`src/rtl/core/pafg_pkg.sv`:
```
package pafg_pkg;

    localparam int SAMPLE_W = 16;
    localparam int LEVEL_W  = 6;
    localparam int ADC_W    = 4;
    localparam int GAIN_W   = 24;
    localparam int SLOPE_W  = 32;
    localparam int MEAN_W   = 16;
    localparam int STAT_W   = 2;
    localparam int CFG_W    = 13;
    localparam int CIDX_W   = 2;
    localparam int SUM_W    = 28;
    localparam int POS_W    = 12;

    localparam logic [STAT_W-1:0] ST_OK    = 2'd0;
    localparam logic [STAT_W-1:0] ST_RANGE = 2'd1;
    localparam logic [STAT_W-1:0] ST_DIVZ  = 2'd2;

    localparam logic [CIDX_W-1:0] REG_ADC_COUNT   = 2'd0;
    localparam logic [CIDX_W-1:0] REG_PIXELS      = 2'd1;
    localparam logic [CIDX_W-1:0] REG_LEFT_TRIM   = 2'd2;
    localparam logic [CIDX_W-1:0] REG_RIGHT_BOUND = 2'd3;

    // divider request: unsigned numerator over unsigned denominator
    typedef struct packed {
        logic        start;
        logic [63:0] num;
        logic [63:0] den;
    } t_div_req;

    typedef struct packed {
        logic        done;
        logic [63:0] quo;
    } t_div_rsp;

endpackage

```
`src/rtl/core/pafg_div.sv`:
```
module pafg_div (
    input  logic               i_clk,
    input  logic               i_rst_n,
    input  pafg_pkg::t_div_req i_req,
    output pafg_pkg::t_div_rsp o_rsp
);
    import pafg_pkg::*;

    // restoring divider, one quotient bit per cycle
    logic [63:0] r_num;
    logic [63:0] r_den;
    logic [64:0] r_rem;
    logic [6:0]  r_cnt;
    logic        r_busy;
    logic        r_done;
    logic [64:0] n_rem;
    logic [64:0] n_diff;

    always_comb begin
        n_rem  = {r_rem[63:0], r_num[63]};
        n_diff = n_rem - {1'b0, r_den};
    end

    always_ff @(posedge i_clk) begin
        if (!i_rst_n) begin
            r_busy <= 1'b0;
            r_done <= 1'b0;
            r_cnt  <= '0;
        end else begin
            r_done <= 1'b0;
            if (i_req.start) begin
                r_busy <= 1'b1;
                r_num  <= i_req.num;
                r_den  <= i_req.den;
                r_rem  <= '0;
                r_cnt  <= 7'd64;
            end else if (r_busy) begin
                if (!n_diff[64]) begin
                    r_rem <= n_diff;
                    r_num <= {r_num[62:0], 1'b1};
                end else begin
                    r_rem <= n_rem;
                    r_num <= {r_num[62:0], 1'b0};
                end
                r_cnt <= r_cnt - 7'd1;
                if (r_cnt == 7'd1) begin
                    r_busy <= 1'b0;
                    r_done <= 1'b1;
                end
            end
        end
    end

    assign o_rsp.done = r_done;
    assign o_rsp.quo  = r_num;
endmodule

```
`config.mk`:
```
export PLATFORM = sky130hd
export DESIGN_NAME = pafg_div
export DESIGN_NICKNAME = d
export VERILOG_FILES = /design/src/rtl/core/pafg_pkg.sv /design/src/rtl/core/pafg_div.sv
export SDC_FILE = /design/constraint.sdc
export NUM_CORES = 1
export LEC_CHECK = 0
export BUFFER_PORTS_ARGS = -buffer_cell sky130_fd_sc_hd__clkbuf_2
export CORE_UTILIZATION = 40
export DETAILED_ROUTE_END_ITERATION = 10
export RECOVER_POWER = 50
export SLEW_MARGIN = 10
export SYNTH_ARGS = -nofsm -noshare
export SYNTH_HDL_FRONTEND = slang
export SYNTH_SLANG_ARGS = --single-unit
```
`constraint.sdc`:
```
create_clock -name i_clk -period 11.9 [get_ports i_clk]
set_clock_uncertainty 0.1 [all_clocks]
set_input_delay 0.595 -clock i_clk [delete_from_list [all_inputs] [get_ports i_clk]]
set_output_delay 0.595 -clock i_clk [all_outputs]
set_load 0.005 [all_outputs]
```
=== After elaboration in Yosys (flattened, before gate mapping) ===
Index checks and enable logic that the tools add are counted.

* Register bits: 201
* Latch bits: 0
* Bits in writable memories: 0
* ROM bits: 0
* Output and inout port bits: 65
* Word-level logic and storage cells: 28
* Memories kept: 0

* Add/subtract/negate cells: 2
* $mul: 0
* Divide/modulo/power cells: 0
* Magnitude comparators: 0
* Eq/ne operators: 1
* Shift operators: 0
* Mux-type cells: 11
* Bitwise logic cells: 2
* Reduce and logical (&&, ||, !) cells: 5

{| class="wikitable"
|+ Operator list
! cell !! count
|-
| 64-bit two-way mux || 4
|-
| 65-bit by 64-bit subtractor with 65-bit output || 1
|-
| 7-bit two-way mux || 2
|-
| 7-bit by 1-bit == test with 1-bit output (second input constant) || 1
|-
| 7-bit by 1-bit subtractor with 7-bit output (second input constant) || 1
|-
| 1-bit two-way mux || 5
|-
| 2-bit AND reduction || 2
|-
| 3-bit OR reduction || 1
|-
| 1-bit NOT || 2
|-
| 2-bit nonzero test || 1
|-
| 2-bit OR reduction || 1
|}

=== Logic depth before layout (Yosys ltp) ===
Gate-level depths: netlist (run 1).

* Depth in word-level cells: 4
* Depth in mapped cells: 15

=== Worst setup path after synthesis (run 1) ===
No wires, ideal clock.

* Path type: input to register
* Start: input port i_req[128] in the netlist's numbering
* End: register r_busy
* Setup time: 0.071 ns
* Data arrival time: 4.440 ns
* Slack: 7.289 ns
* Stages on the path: 4
* Buffers on the path: 2
* Cell sequence: clkbuf_1 -> clkbuf_1 -> o21a_1 -> o41a_1

* Longest elaborated chain between the ends: 1

{| class="wikitable"
|+ RTL lines
! item !! line !! RTL
|-
| from (decl) || pafg_div.sv:4 || <nowiki>input pafg_pkg::t_div_req i_req,</nowiki>
|-
| 1-bit two-way mux || pafg_div.sv:31 || <nowiki>if (i_req.start) begin</nowiki>
|-
| to (signal assigned) || pafg_div.sv:26 || <nowiki>r_busy <= 1'b0;</nowiki>
|-
| to (signal assigned) || pafg_div.sv:32 || <nowiki>r_busy <= 1'b1;</nowiki>
|-
| to (signal assigned) || pafg_div.sv:47 || <nowiki>r_busy <= 1'b0;</nowiki>
|-
| to (decl) || pafg_div.sv:14 || <nowiki>logic r_busy;</nowiki>
|}

Every way passes these cells.
A chain may end at the register's enable or synchronous reset.

=== Worst setup path after layout (run 1) ===
* Start: input port i_req[128] in the netlist's numbering
* End: register r_rem[37] (enable)

* Longest elaborated chain between the ends: 2

{| class="wikitable"
|+ RTL lines
! item !! line !! RTL
|-
| 2-bit nonzero test (no source line) || - ||
|-
| 2-bit AND reduction (no source line) || - ||
|-
| to (signal assigned) || pafg_div.sv:39 || <nowiki>r_rem <= n_diff;</nowiki>
|-
| to (signal assigned) || pafg_div.sv:42 || <nowiki>r_rem <= n_rem;</nowiki>
|-
| to (decl) || pafg_div.sv:12 || <nowiki>logic [64:0] r_rem;</nowiki>
|}

Every way passes these cells.

==> results of run 1 <==
## cells in the mapped netlist, types with 7 or more instances
cell | number | area, um^2
a211oi_1 | 13 | 97.6
nor3_1 | 13 | 65.1
nand2_1 | 63 | 236
o21a_1 | 9 | 67.6
edfxtp_1 | 192 | 5770
nand4_1 | 24 | 150
nor2_1 | 37 | 139
o21bai_1 | 16 | 120
buf_2 | 10 | 50.1
nand2b_1 | 7 | 43.8
and3_1 | 10 | 62.6
o21ai_0 | 96 | 480
o211ai_1 | 7 | 52.6
a21o_1 | 32 | 240
dfxtp_1 | 9 | 180
xnor2_1 | 36 | 315
mux2_2 | 63 | 709
nand3_1 | 57 | 285
clkbuf_1 | 59 | 221
ha_1 | 66 | 826
a21oi_1 | 143 | 716
inv_1 | 84 | 315
xor2_1 | 21 | 184
or3_1 | 12 | 75.1
nor2b_1 | 8 | 50.1
a31oi_1 | 10 | 62.6
## power breakdown
part           total [mW]  switching [mW]  internal [mW]
Clock               0.721           0.301          0.420
Combinational       0.597           0.359          0.238
Sequential          0.885          0.0288          0.856
Total                2.20           0.689           1.51
## sequential cells by signal, indices dropped and copies added, names as in the netlist
signal  flops
r_done      1
r_busy      1
r_rem      64
r_num      64
r_den      64
r_cnt       7
## through the flow
step	power, mW	cell area [um^2]	hold slack [ps]	setup WS [ps]
detailed placement	1.49	13400	389	6970
finish	2.20	14200	133	6040
global placement	1.49	13400	356	7170
CTS	2.22	14200	108	6950
global route	2.32	14200	108	5620
floorplan	1.33	12200	341	7290
## final timing paths
path	slack (ps)	endpoint	depth (start not counted)
worst max-delay path	6040	r_rem[37]	3
worst min-delay path	130	r_den[9]	1
worst max register to register	6920	r_rem[58]	12
worst min register to register	390	r_done	1
## layer usage
layer | vias to the layer above | GRT usage, % | routed length [um]
met3 | 48 | 4.30 | 2010
met1 | 4572 | 24.6 | 13500
met5 | - | 0 | 0
met4 | 0 | 5.50 | 782
met2 | 318 | 34.0 | 14900
li1 | 4721 | - | -
## cell type report
class,instances,area [um^2]
clock buffers,33,674
clock inverters,11,106
fillers,2857,15700
inverters,84,315
multi-input cells,820,5660
flip-flops and latches,201,5950
well taps,390,488
repair buffers,202,966
## layout by cell type, fill, tap and decap left out, types with 16 or more instances in the layout
cell type / synthesis / routed
clkbuf_1: 59 / 55
o21ai_0: 96 / 96
nand3_1: 57 / 56
nand2_1: 63 / 63
xor2_1: 21 / 21
a21o_1: 32 / 32
nor2_1: 37 / 37
edfxtp_1: 192 / 192
clkbuf_2: 0 / 145
nand4_1: 24 / 24
xnor2_1: 36 / 36
a21oi_1: 143 / 143
ha_1: 66 / 66
o21bai_1: 16 / 16
mux2_2: 63 / 59
clkbuf_16: 0 / 24
inv_1: 84 / 84
## logic make-up (layout without fill, tap and decap cells)
family | after synthesis | count (layout) | share of synthesized area, %
compound gates | 371 | 371 | 18.3
xor+xnor | 57 | 57 | 4.08
buf+inv | 159 | 330 | 5.17
flops | 201 | 201 | 48.6
simple gates | 261 | 261 | 11.0
mux | 64 | 64 | 5.88
fa+ha+maj | 67 | 67 | 6.92
==> metrics.cfg, run 1 <==
[sta]
rsz0062_at_grt=false
maxSlewViolCount=122
tightest_slew_ps=2900
final-hold-violation-count=0
max_freq_ghz=0.171
final.setup.tns_ps=0
period_share_pct=49.3
period_minus_slack_ps=5860
slew_headroom_pct=-93.5
setup-violations-final=0

[synthesis]
synth-async-reset-ratio_pct=0
synth-edff-count=192
syn_area_per_cell_um2=10.4
yosys_warnings=0
yosysSeqAreaShare_pct=48.6
syn_area_um2=12200
synth_ff_type=edfxtp_1
ys_types=70
synth_cells=1180
synth-seq-cells=201
syn_nets=1378

[floorplanning]
rows=63
core_area_um2=29900
pin_count=196
dieArea_um2=31300
die_x_um=177
start_util_pct=40.9
die_h_um=177

[critical_path]
cp-start-kind=primary input
slowest_delay_ps=2160
cp_max_fo=66
slowest_stage=o21a_1
arrival_ps=5910
cp_cell_sequence=clkbuf_1 > o21a_1 > buf_4
crit_required_ps=11950
crit_type=primary input to flop
reg2reg_from=r_rem[35]
crit_family=buffers and inverters
startpoint=i_req[128]
crit_buf_inv=2
cp-end-kind=flop

[cells_and_area]
nNetsFinal=1531
area_delta_synth_final_pct=15.8
fin_cells=1741
fin_util_pct=47.4
drive_above_1_share_pct=19.2
antenna_cells=0

[clock_tree]
clk_path_buf_depth=3
h-tree-depth=1
cts_tree=done
cts_setup_buffers=0
cts-hold-fix-buffers=0
clock-root-buffer=clkbuf_16
cts_resized=0
clk_pin_slew_worst_paths_ps=60
clock_latency_ps=530
cts_made_buffers=24
cts_sinks=201

[outcome]
status=finished, violations left
violations=max-capacitance violations, max-slew violations

[place]
dpl.cell_count=1697
dp_hpwl_um=22100
portBuffers=195
routabilityCongestion=0.872

[route]
wl_per_cell_um=18.0
routed_via_density=5.55
wl_um=31300
drtIter0Drc=653
vias=9659
drt-pass1-iter-count=6
drc=0
ant_nets=0

[min_path]
worst_hold_startpoint=i_req[9]
hold_class=primary input to flop

[flow_run]
cap_violations=2

[power_and_ir_drop]
power_leakage_nw=5.67
powerDensity_nw_per_um2=156
peakVddDrop_mv=0.114

[grt]
track_usage_pct=19.7
grt_max_degree=80
grt_pass1_wl_um=49300
antenna_found_initial=0
gr-total-overflow=0
grt_pass1_vias=9678

Power figures use the tool's default switching activity.
==> run 2, diff against run 1 <==
==> constraint.sdc (replaced) <==
create_clock -name i_clk -period 4.95 [get_ports i_clk]
set_clock_uncertainty 0.1 [all_clocks]
set_input_delay 0.2475 -clock i_clk [delete_from_list [all_inputs] [get_ports i_clk]]
set_output_delay 0.2475 -clock i_clk [all_outputs]
set_load 0.005 [all_outputs]
==> run 2 against run 1 <==
The flow still finishes with violations (max-capacitance violations, max-slew violations); via count up 5.8%; worst hold slack gained 88 ps; setup slack worse by 5400 ps; power rose by 140%; flip-flop and latch count unchanged; critical endpoint is now r_rem[60]; largest cell class unchanged; largest power group unchanged.
==> metrics.cfg, run 2 (synthesis gave the netlist of run 1 again) <==
[place]
portBuffers=195
routabilityCongestion=0.870
place_ws_ps=634
dp_hpwl_um=22300
dpl.cell_count=1702

[clock_tree]
h-tree-depth=1
clock_latency_ps=540
clk_path_buf_depth=3
clk_pin_slew_worst_paths_ps=60
cts_tree=done
cts_sinks=201
cts_made_buffers=24
clock-root-buffer=clkbuf_16

[cells_and_area]
nNetsFinal=1665
drive_above_1_share_pct=17.5
largest_registers=r_den: 64 flops, r_num: 64 flops, r_rem: 64 flops
fillers=2699
area_delta_synth_final_pct=26.4
multi_input_area_um2=5660
layout.area.seq_um2=5950
final_cell_mix=edfxtp_1, a21oi_1, clkbuf_2
fin_cells=1875
layout_commonest_cell=edfxtp_1
antenna_cells=0

[route]
routed_via_density=5.45
drt-pass1-iter-count=7
ant_nets=0
vias=10216
drc=0
drtIter0Drc=719
wl_per_cell_um=17.5
wl_um=32800

[outcome]
status=finished, violations left
violations=max-capacitance violations, max-slew violations

[grt]
antenna_found_initial=0
grt_pass1_wl_um=51700
grt_pass1_vias=10175
track_usage_pct=20.7
grt_max_degree=88
gr-total-overflow=0

[critical_path]
crit_family=compound AO/OA/AOI/OAI gates
cp-end-kind=flop
crit_required_ps=5200
cp_cell_sequence=inv_1 > ha_1 > fa_1 > nor2b_1 > o2111ai_1 > nand4b_1 > a21oi_1 > a211oi_1 > o211ai_2 > nand3_2 > a21oi_4 > buf_4 > o21ai_0 > a21oi_1
crit_buf_inv=2
arrival_ps=4570
cp-start-kind=flop
crit_top_cell=a21oi_1
slowest_delay_ps=820
slowest_stage=a21oi_4
crit_type=flop to flop
cp_max_fo=40

[sta]
period_share_pct=87.4
slew_headroom_pct=-54.3
postLayoutSetupSlackWorst_ps=625
hold_ws_ps=221
max_freq_ghz=0.231
setup-violations-final=0
period_minus_slack_ps=4330
final-hold-violation-count=0
rsz0062_at_grt=false
tightest_slew_ps=2310
maxSlewViolCount=82
final.setup.tns_ps=0

[min_path]
hold_class=primary input to flop

[flow_run]
cap_violations=2

[power_and_ir_drop]
power_mw=5.35
power_leakage_nw=6.19
powerDensity_nw_per_um2=346
peakVddDrop_mv=0.257

[floorplanning]
core_area_um2=29900
dieArea_um2=31300
start_util_pct=40.9
rows=63
pin_count=196
die_h_um=177
die_x_um=177

## run 2: cell types whose count changed in the layout (fill, tap and decap cells not counted), moves of 2 or more
cell / previous run / this run
buf_4: 7 / 12
clkbuf_1: 55 / 59
clkbuf_2: 145 / 139
clkbuf_8: 4 / 0
clkinv_2: 3 / 5
clkinvlp_4: 1 / 3
dlygate4sd3_1: 0 / 129
mux2_1: 4 / 2
mux2_2: 59 / 61
## run 2: worst reg2reg max path: stages (launching register included)
cell and delay, ps:
edfxtp_1 430, inv_1 80, ha_1 190, fa_1 230
nor2b_1 70, o2111ai_1 290, nand4b_1 140, a21oi_1 380
a211oi_1 210, o211ai_2 260, nand3_2 160, a21oi_4 830
buf_4 410, o21ai_0 140, a21oi_1 230
## run 2: timing repair
item,4_1_cts,5_1_grt
resized for setup,0,0
hold buffers,129,0
hold endpoints to repair,130,0
setup buffers,0,0
## run 2: final timing paths
path                   start        end  slack [ps]  depth (start not counted)
setup / recovery   r_num[63]  r_rem[60]         620                         14
hold / removal    i_req[128]   r_cnt[6]         220                          2
setup reg to reg   r_num[63]  r_rem[60]         620                         14
hold reg to reg     r_cnt[6]     r_done         380                          1
## run 2: metrics by stage
step / area (um^2) / utilization [%]
after detailed placement: 13500 / 45.2
after global placement: 13500 / 45.2
after global routing: 15400 / 51.7
after floorplan: 12200 / -
final: 15400 / 51.7
after CTS: 15500 / 52.0
## run 2: power by group
part | internal (mW) | switching (mW) | leakage (nW)
Combinational | 0.646 | 0.883 | 3.93
Sequential | 2.06 | 0.0711 | 1.91
Clock | 0.946 | 0.748 | 0.353
## run 2: per-layer routing
metal	vias to the layer above	wire (um)	track usage, %
met5	-	0	0
met2	323	16000	36.5
met4	0	663	4.60
met3	52	1890	3.52
li1	4978	-	-
met1	4863	14200	26.2
## run 2: final cells by class
cell class                      instances  area share, %
Inverter                               84           2.04
Clock buffer                           28           3.98
Timing Repair Buffer                  336           14.9
Multi-Input combinational cell        820           36.6
Sequential cell                       201           38.5
Clock inverter                         16          0.786
Tap cell                              390           3.16
